[src/rtl/deflate_fixed_huffman_token_encoder_macros.svh]
// Assertion macros shared by the fixed-Huffman token encoder RTL.
`ifndef DEFLATE_FIXED_HUFFMAN_TOKEN_ENCODER_MACROS_SVH
`define DEFLATE_FIXED_HUFFMAN_TOKEN_ENCODER_MACROS_SVH

`ifndef ASSERT_OFF
// Condition that must hold at every clock edge outside reset
`define DFH_ASSERT_ALWAYS(lbl, cond, msg) \
    lbl: assert property (@(posedge i_clk) disable iff (!i_rst_n) (cond)) else $error(msg);
// Consequence that must hold in the cycle after the trigger
`define DFH_ASSERT_NEXT(lbl, trig, cons, msg) \
    lbl: assert property (@(posedge i_clk) disable iff (!i_rst_n) (trig) |=> (cons)) \
        else $error(msg);
`else
`define DFH_ASSERT_ALWAYS(lbl, cond, msg)
`define DFH_ASSERT_NEXT(lbl, trig, cons, msg)
`endif

`endif

[src/rtl/dfh_pkg.sv]
// Types, code tables and helper functions for the fixed-Huffman token encoder.
package dfh_pkg;

    // Token kinds carried on the input tuser
    typedef enum logic [1:0] {
        CMD_LIT   = 2'd0,
        CMD_MATCH = 2'd1,
        CMD_EOB   = 2'd2,
        CMD_HDR   = 2'd3
    } t_cmd;

    // Variable-length code, already bit-reversed for LSB-first packing
    typedef struct packed {
        logic [8:0] bits;
        logic [3:0] len;
    } t_vlc;

    // Coding result for one token, including the bits carried in
    typedef struct packed {
        logic [39:0] bytes;
        logic [2:0]  nbytes;
        logic [6:0]  pend_bits;
        logic [2:0]  pend_cnt;
    } t_enc_res;

    localparam int LenSyms  = 29;
    localparam int DistSyms = 30;

    localparam logic [8:0] LEN_BASE [LenSyms] = '{
        9'd3, 9'd4, 9'd5, 9'd6, 9'd7, 9'd8, 9'd9, 9'd10, 9'd11, 9'd13, 9'd15, 9'd17,
        9'd19, 9'd23, 9'd27, 9'd31, 9'd35, 9'd43, 9'd51, 9'd59, 9'd67, 9'd83, 9'd99,
        9'd115, 9'd131, 9'd163, 9'd195, 9'd227, 9'd258
    };
    localparam logic [2:0] LEN_EXTRA [LenSyms] = '{
        3'd0, 3'd0, 3'd0, 3'd0, 3'd0, 3'd0, 3'd0, 3'd0, 3'd1, 3'd1, 3'd1, 3'd1,
        3'd2, 3'd2, 3'd2, 3'd2, 3'd3, 3'd3, 3'd3, 3'd3, 3'd4, 3'd4, 3'd4, 3'd4,
        3'd5, 3'd5, 3'd5, 3'd5, 3'd0
    };
    localparam logic [15:0] DIST_BASE [DistSyms] = '{
        16'd1, 16'd2, 16'd3, 16'd4, 16'd5, 16'd7, 16'd9, 16'd13, 16'd17, 16'd25,
        16'd33, 16'd49, 16'd65, 16'd97, 16'd129, 16'd193, 16'd257, 16'd385, 16'd513,
        16'd769, 16'd1025, 16'd1537, 16'd2049, 16'd3073, 16'd4097, 16'd6145,
        16'd8193, 16'd12289, 16'd16385, 16'd24577
    };
    localparam logic [3:0] DIST_EXTRA [DistSyms] = '{
        4'd0, 4'd0, 4'd0, 4'd0, 4'd1, 4'd1, 4'd2, 4'd2, 4'd3, 4'd3, 4'd4, 4'd4,
        4'd5, 4'd5, 4'd6, 4'd6, 4'd7, 4'd7, 4'd8, 4'd8, 4'd9, 4'd9, 4'd10, 4'd10,
        4'd11, 4'd11, 4'd12, 4'd12, 4'd13, 4'd13
    };

    // Fixed literal/length code for symbol 0..287, reversed into send order
    function automatic t_vlc litlen_code(input logic [8:0] sym);
        logic [8:0] code;
        logic [8:0] rev;
        logic [3:0] n;
        t_vlc       res;
        if (sym < 9'd144) begin
            code = 9'h030 + sym;
            n    = 4'd8;
        end else if (sym < 9'd256) begin
            code = 9'h190 + (sym - 9'd144);
            n    = 4'd9;
        end else if (sym < 9'd280) begin
            code = sym - 9'd256;
            n    = 4'd7;
        end else begin
            code = 9'h0C0 + (sym - 9'd280);
            n    = 4'd8;
        end
        for (int i = 0; i < 9; i++) begin
            rev[i] = code[8 - i];
        end
        res.bits = rev >> (4'd9 - n);
        res.len  = n;
        return res;
    endfunction

    // 5-bit distance code goes out MSB first
    function automatic logic [4:0] rev5(input logic [4:0] v);
        logic [4:0] r;
        for (int i = 0; i < 5; i++) begin
            r[i] = v[4 - i];
        end
        return r;
    endfunction

endpackage

[src/rtl/dfh_encoder.sv]
// Token coder: fixed-Huffman codes, extra bits and byte split for one token.
module dfh_encoder (
    input  dfh_pkg::t_cmd     i_cmd,
    input  logic [7:0]        i_lit,
    input  logic [8:0]        i_len,
    input  logic [15:0]       i_dist,
    input  logic              i_final,
    input  logic [6:0]        i_pend_bits,
    input  logic [2:0]        i_pend_cnt,
    output dfh_pkg::t_enc_res o_res
);
    import dfh_pkg::*;

    logic [8:0]  len_c;
    logic [4:0]  len_idx;
    logic [4:0]  len_xv;
    logic [2:0]  len_xn;
    logic [15:0] dist_c;
    logic [4:0]  dist_idx;
    logic [12:0] dist_xv;
    logic [3:0]  dist_xn;
    t_vlc        vlc;
    logic [30:0] tok;
    logic [4:0]  tok_len;
    logic [39:0] acc;
    logic [5:0]  total;
    logic [39:0] rem;

    // Length: saturate, pick symbol by priority compare, extra value
    always_comb begin
        if (i_len < 9'd3) begin
            len_c = 9'd3;
        end else if (i_len > 9'd258) begin
            len_c = 9'd258;
        end else begin
            len_c = i_len;
        end
        len_idx = '0;
        for (int i = 0; i < LenSyms; i++) begin
            if (len_c >= LEN_BASE[i]) begin
                len_idx = 5'(i);
            end
        end
        len_xv = 5'(len_c - LEN_BASE[len_idx]);
        len_xn = LEN_EXTRA[len_idx];
    end

    // Distance: saturate, pick code, extra value
    always_comb begin
        if (i_dist == 16'd0) begin
            dist_c = 16'd1;
        end else if (i_dist > 16'd32768) begin
            dist_c = 16'd32768;
        end else begin
            dist_c = i_dist;
        end
        dist_idx = '0;
        for (int i = 0; i < DistSyms; i++) begin
            if (dist_c >= DIST_BASE[i]) begin
                dist_idx = 5'(i);
            end
        end
        dist_xv = 13'(dist_c - DIST_BASE[dist_idx]);
        dist_xn = DIST_EXTRA[dist_idx];
    end

    // Token bits in send order, LSB first
    always_comb begin
        vlc = litlen_code(9'd256);
        case (i_cmd)
            CMD_LIT: begin
                vlc     = litlen_code({1'b0, i_lit});
                tok     = 31'(vlc.bits);
                tok_len = 5'(vlc.len);
            end
            CMD_MATCH: begin
                vlc     = litlen_code(9'(9'd257 + 9'(len_idx)));
                tok     = 31'(vlc.bits)
                        | (31'(len_xv) << vlc.len)
                        | (31'(rev5(dist_idx)) << (5'(vlc.len) + 5'(len_xn)))
                        | (31'(dist_xv) << (5'(vlc.len) + 5'(len_xn) + 5'd5));
                tok_len = 5'(vlc.len) + 5'(len_xn) + 5'd5 + 5'(dist_xn);
            end
            CMD_EOB: begin
                tok     = 31'(vlc.bits);
                tok_len = 5'(vlc.len);
            end
            CMD_HDR: begin
                tok     = {28'd0, 1'b0, 1'b1, i_final};
                tok_len = 5'd3;
            end
            default: begin
                tok     = '0;
                tok_len = '0;
            end
        endcase
    end

    // Join with carried bits, pad final end of block, split into bytes
    always_comb begin
        acc   = (40'(tok) << i_pend_cnt) | 40'(i_pend_bits);
        total = 6'(i_pend_cnt) + 6'(tok_len);
        if (i_cmd == CMD_EOB && i_final && total[2:0] != 3'd0) begin
            total = {3'(total[5:3] + 3'd1), 3'd0};
        end
        rem             = acc >> {total[5:3], 3'd0};
        o_res.bytes     = acc;
        o_res.nbytes    = total[5:3];
        o_res.pend_bits = rem[6:0];
        o_res.pend_cnt  = total[2:0];
    end

endmodule

[src/rtl/deflate_fixed_huffman_token_encoder.sv]
// Top level: DEFLATE fixed-Huffman token encoder with stream ports.
// Takes one LZ77 token per request (literal, match, end of block, block
// header), codes it with the fixed literal/length and distance tables and
// sends every completed byte of the bit stream, LSB-first packed, one byte per
// cycle while the output is ready, with tlast on the last byte a token
// completes. Tokens that finish no byte produce nothing. A token registers at
// the input and is coded into the byte buffer register; a new token is taken
// each cycle as long as the buffer drains, so throughput is one token per cycle
// for tokens that yield at most one byte and is bound by the byte output
// otherwise (up to four bytes for a long-distance match). With final_block set,
// end of block pads the last partial byte with zeros; otherwise leftover bits
// carry into the next block. Write final_block only while no token is in flight.
module deflate_fixed_huffman_token_encoder (
    input  logic        i_clk,
    input  logic        i_rst_n,
    // Configuration write: final_block
    input  logic        i_cfg_valid,
    output logic        o_cfg_ready,
    input  logic        i_cfg_data,
    // Token input
    input  logic        i_s_axis_tvalid,
    output logic        o_s_axis_tready,
    input  logic [39:0] i_s_axis_tdata,   // literal_byte[7:0], match_length[16:8],
                                          // match_distance[32:17], zero fill
    input  logic [1:0]  i_s_axis_tuser,   // cmd[1:0]
    // Byte output
    output logic        o_m_axis_tvalid,
    input  logic        i_m_axis_tready,
    output logic [7:0]  o_m_axis_tdata,   // out_byte[7:0]
    output logic        o_m_axis_tlast    // last_of_run
);
    `include "deflate_fixed_huffman_token_encoder_macros.svh"
    import dfh_pkg::*;

    logic        r_final;
    logic        r_in_vld;
    t_cmd        r_in_cmd;
    logic [7:0]  r_in_lit;
    logic [8:0]  r_in_len;
    logic [15:0] r_in_dist;
    logic [6:0]  r_pend_bits;
    logic [2:0]  r_pend_cnt;
    logic [39:0] r_buf;
    logic [2:0]  r_cnt;
    t_enc_res    enc;
    logic        w_load;
    logic        w_take;
    logic        w_in_acc;

    // Handshakes
    assign w_take          = o_m_axis_tvalid && i_m_axis_tready;
    assign w_load          = r_in_vld && (r_cnt == 3'd0 || (r_cnt == 3'd1 && i_m_axis_tready));
    assign o_s_axis_tready = !r_in_vld || w_load;
    assign w_in_acc        = i_s_axis_tvalid && o_s_axis_tready;
    assign o_cfg_ready     = 1'b1;

    // Byte outputs from the head of the buffer
    assign o_m_axis_tvalid = (r_cnt != 3'd0);
    assign o_m_axis_tdata  = r_buf[7:0];
    assign o_m_axis_tlast  = (r_cnt == 3'd1);

    // Configuration register
    always_ff @(posedge i_clk) begin
        if (!i_rst_n) begin
            r_final <= 1'b0;
        end else if (i_cfg_valid) begin
            r_final <= i_cfg_data;
        end
    end

    // Input register
    always_ff @(posedge i_clk) begin
        if (!i_rst_n) begin
            r_in_vld <= 1'b0;
        end else if (o_s_axis_tready) begin
            r_in_vld <= i_s_axis_tvalid;
        end
    end

    always_ff @(posedge i_clk) begin
        if (w_in_acc) begin
            r_in_cmd  <= t_cmd'(i_s_axis_tuser);
            r_in_lit  <= i_s_axis_tdata[7:0];
            r_in_len  <= i_s_axis_tdata[16:8];
            r_in_dist <= i_s_axis_tdata[32:17];
        end
    end

    // Token coder
    dfh_encoder u_enc (
        .i_cmd       (r_in_cmd),
        .i_lit       (r_in_lit),
        .i_len       (r_in_len),
        .i_dist      (r_in_dist),
        .i_final     (r_final),
        .i_pend_bits (r_pend_bits),
        .i_pend_cnt  (r_pend_cnt),
        .o_res       (enc)
    );

    // Carried bits and byte buffer
    always_ff @(posedge i_clk) begin
        if (!i_rst_n) begin
            r_pend_bits <= '0;
            r_pend_cnt  <= '0;
            r_cnt       <= '0;
        end else if (w_load) begin
            r_pend_bits <= enc.pend_bits;
            r_pend_cnt  <= enc.pend_cnt;
            r_cnt       <= enc.nbytes;
        end else if (w_take) begin
            r_cnt       <= r_cnt - 3'd1;
        end
    end

    always_ff @(posedge i_clk) begin
        if (w_load) begin
            r_buf <= enc.bytes;
        end else if (w_take) begin
            r_buf <= r_buf >> 8;
        end
    end

    // Checks
    `DFH_ASSERT_ALWAYS(a_cnt_max, r_cnt <= 3'd4, "byte buffer count above four")
    `DFH_ASSERT_NEXT(a_final_eob_flush, w_load && r_in_cmd == CMD_EOB && r_final, r_pend_cnt == 3'd0, "final end of block left bits pending")
    `DFH_ASSERT_NEXT(a_drain_step, w_take && r_cnt > 3'd1, r_cnt == 3'($past(r_cnt) - 3'd1), "byte buffer did not drain by one")
    `DFH_ASSERT_ALWAYS(a_load_when_free, !w_load || r_cnt <= 3'd1, "token coded over unsent bytes")

endmodule
[config.mk]
export PLATFORM = sky130hd
export DESIGN_NAME = deflate_fixed_huffman_token_encoder
export DESIGN_NICKNAME = d
export VERILOG_FILES = /design/src/rtl/dfh_pkg.sv /design/src/rtl/dfh_encoder.sv /design/src/rtl/deflate_fixed_huffman_token_encoder.sv
export VERILOG_INCLUDE_DIRS = /design/src /design/src/rtl
export SDC_FILE = /design/constraint.sdc
export NUM_CORES = 1
export LEC_CHECK = 0
export ABC_AREA = 1
export BUFFER_PORTS_ARGS = -buffer_cell sky130_fd_sc_hd__buf_2
export CELL_PAD_IN_SITES_DETAIL_PLACEMENT = 0
export CELL_PAD_IN_SITES_GLOBAL_PLACEMENT = 1
export CORE_ASPECT_RATIO = 1.4
export CORE_MARGIN = 4
export CORE_UTILIZATION = 45
export CTS_BUF_LIST = sky130_fd_sc_hd__clkbuf_16
export DETAILED_ROUTE_END_ITERATION = 16
export MAX_ROUTING_LAYER = met4
export PLACE_DENSITY_LB_ADDON = 0.1
export SLEW_MARGIN = 15
export SYNTH_ARGS = -nofsm -noshare
export SYNTH_HDL_FRONTEND = slang
export SYNTH_HIERARCHICAL = 1
export SYNTH_SLANG_ARGS = --single-unit
[constraint.sdc]
create_clock -name i_clk -period 11.3 [get_ports i_clk]
set_clock_uncertainty 0.15 [all_clocks]
set_input_delay 1.695 -clock i_clk [delete_from_list [all_inputs] [get_ports i_clk]]
set_output_delay 1.695 -clock i_clk [all_outputs]
set_load 0.1 [all_outputs]
==> flow_summary.yaml <==
final_layout:
  final_util: 0.494
  syn2layout_area_growth_pct: 7.75
  layout-drive-gt1-share: 0.0962
  finish.net_count: 1740
  fin_area_um2: 10800
  antenna_cells: 0
place:
  portBuffers: 51
  dp_hpwl_um: 24500
  place_congestion: 0.998
  placed_area_um2: 10500
worst_setup_path:
  criticalPathCategory: "flip-flop to flip-flop"
  r2r-start: "r_in_len[6]"
  reg2reg_to: "r_pend_bits[0]"
  worstPathRequired_ns: 11.40
  critPathMostFrequentCell: "nand2_1"
  start_kind: "flip-flop"
  cp-end-kind: "flip-flop"
  r2r_slack_ns: 1.35
  critPathMaxStageDelay_ns: 0.54
  cp_slowest_cell: "fa_1"
  r2r_cells: 60
  arrival_ns: 10.04
  path_max_fanout: 15
global_routing:
  grt_util_met1: 0.285
  grt_max_degree: 53
  grt_pass1_wl_um: 49900
  grt.busiest_layer: "met2"
  use_met2: 0.463
  antenna_found_initial: 0
  grt_util_met3: 0.0231
  track_usage: 0.259
  grt_overflow: 0
  grt_pass1_vias: 9902
worst_hold_path:
  hold_depth: 2
  hold_path_end: "r_pend_bits[3]"
  min_path_type: "flip-flop to flip-flop"
  hp-start: "r_pend_bits[3]"
drt:
  drc: 0
  wl_um: 30500
  drt-initial-drc-count: 556
  routedWlPerCell_um: 15.7
  ant_nets: 0
  dr.pass1.iters: 6
  dr_total_vias: 10300
  viasPerCell: 5.32
sta:
  fin_crit_ns: 9.95
  finalHoldViolations: 0
  tightest_slew_ns: 1.04
  tns_ns: 0
  fin_crit_sh: 0.880
  grt_setup_unrepaired: "no"
  slew_violations: 0
  clock.fmax_ghz: 0.101
  relSlewSlack: 0.305
  finalSetupViolations: 0
logic_synthesis:
  avgSynthCellArea_um2: 6.20
  synth-main-ff-cell: "edfxtp_1"
  synth_cell_type_count: 61
  async_reset_ff_frac: 0
  ys_seq_area_frac: 0.254
  synth_top_cell_by_area: "edfxtp_1"
  syn-cell-area_um2: 10100
  synth.area.top_cells: "edfxtp_1, nand2_1, nand3_1"
  syn-instance-count: 1623
  synth_top_cell_area_share: 0.224
  synth_edf_count: 75
  yosys_register_bits: 90
  yosys_warnings: 6
clocking:
  path_clk_slew_ns: 0.07
  cts_buffer_depth: 2
  h-tree-depth: 3
  cts_tree: "built"
  cts_root_buf: "clkbuf_16"
  cts_sinks: 90
  numCtsBuffers: 9
  cts_setup_buffers: 0
  insertion_delay_ns: 0.36
outcome:
  status: "finished clean"
floorplan:
  die-area_um2: 24800
  die_w_um: 134
  io_pins: 60
  design.core.area_um2: 21900
  die_height_um: 185
  std_cell_rows: 64
  start_util: 0.458
flow_run:
  cap_violations: 0
==> synthesized netlist by cell type, types with 11 or more instances <==
cell type    n
a21oi_1     52
a31oi_1     11
buf_1       11
buf_2       13
buf_4       18
clkbuf_1    32
dfxtp_1     15
edfxtp_1    75
ha_1        49
inv_1      159
inv_2       13
nand2_1    525
nand3_1    224
nand4_1     17
nor2_1     139
nor3_1      12
o211ai_1    11
o21ai_0     87
o21ai_1     25
or2_2       13
xor2_1      17
==> timing repair <==
action / CTS / global route
hold endpoints to repair: 0 / 0
gates resized for setup: 0 / 3
hold buffers: 0 / 0
setup endpoints to repair: 0 / 6
==> metal layers <==
metal,wire (um),share of wire
met5,0,0
met4,1720,0.056
met3,752,0.025
met2,15800,0.52
met1,12300,0.40
==> placed cells by master (no fill, tap or decap), types with 7 or more instances in the layout <==
cell and count:
a21oi_1 52, a22oi_1 7, a31oi_1 11, buf_2 51
buf_4 26, clkbuf_16 9, clkinv_1 7, dfxtp_1 15
edfxtp_1 75, ha_1 48, inv_1 160, inv_2 13
nand2_1 525, nand2_2 7, nand3_1 224, nand4_1 17
nor2_1 138, nor3_1 11, o211ai_1 11, o21ai_0 87
o21ai_1 25, or2_2 13, xor2_1 17
==> state kept, by name (all words and copies together) (netlist names) <==
signal / flops
r_pend_cnt: 3
r_in_vld: 1
r_in_cmd: 2
r_cnt: 3
r_final: 1
r_in_len: 9
r_buf: 40
r_pend_bits: 7
r_in_dist: 16
r_in_lit: 8
==> worst max path at each step <==
stage	startpoint	end	slack, ns
after global placement	r_in_len[6]	r_pend_bits[4]	1.04
after detailed placement	r_in_len[6]	r_pend_bits[4]	0.91
final	r_in_len[6]	r_pend_bits[0]	1.35
after global routing	r_in_len[6]	r_pend_bits[0]	0.30
after CTS	r_in_len[6]	r_pend_bits[4]	0.89
after floorplan	r_in_len[6]	r_pend_bits[0]	2.16
==> per-stage QoR <==
| stage | worst slack [ns] | instances | hold WS, ns |
|---|---|---|---|
| floorplan | 2.16 | 1624 | 0.304 |
| global placement | 1.04 | 1923 | 0.317 |
| detailed placement | 0.906 | 1923 | 0.327 |
| CTS | 0.891 | 1939 | 0.343 |
| global route | 0.301 | 1940 | 0.363 |
| finish | 1.35 | 1940 | 0.342 |
==> worst max-delay path, delay by kind of cell, from the launching register on <==
| kind | cells | cell delay (ns) |
|---|---|---|
| adders and majority gates | 7 | 2.61 |
| AOI/OAI and AO/OA | 4 | 0.97 |
| DFF | 1 | 0.46 |
| xor gates and xnor gates | 3 | 0.58 |
| buffers and inverters | 11 | 1.73 |
| and+or+nand+nor | 35 | 3.35 |
==> kinds of logic (layout without fill, tap and decap cells) <==
kind of cell / after synthesis / after routing / share of synthesized area
adders and majority gates: 54 / 54 / 0.0709
xor gates and xnor gates: 24 / 24 / 0.0224
and+or+nand+nor: 959 / 959 / 0.406
DFF: 90 / 90 / 0.254
buffers and inverters: 254 / 273 / 0.104
other: 2 / 3 / 0.000747
AOI/OAI and AO/OA: 236 / 236 / 0.139
muxes: 4 / 4 / 0.00398
==> area by class of cell <==
| type | count | area [um^2] |
|---|---|---|
| Clock buffer | 9 | 225 |
| Multi-Input combinational cell | 1280 | 6490 |
| Timing Repair Buffer | 78 | 478 |
| Fill cell | 2519 | 11100 |
| Clock inverter | 7 | 46.3 |
| Tap cell | 297 | 372 |
| Inverter | 179 | 676 |
| Sequential cell | 90 | 2550 |
Power is not shown: default switching activity piles up to over one toggle a cycle in this logic, so the estimate is an artifact.
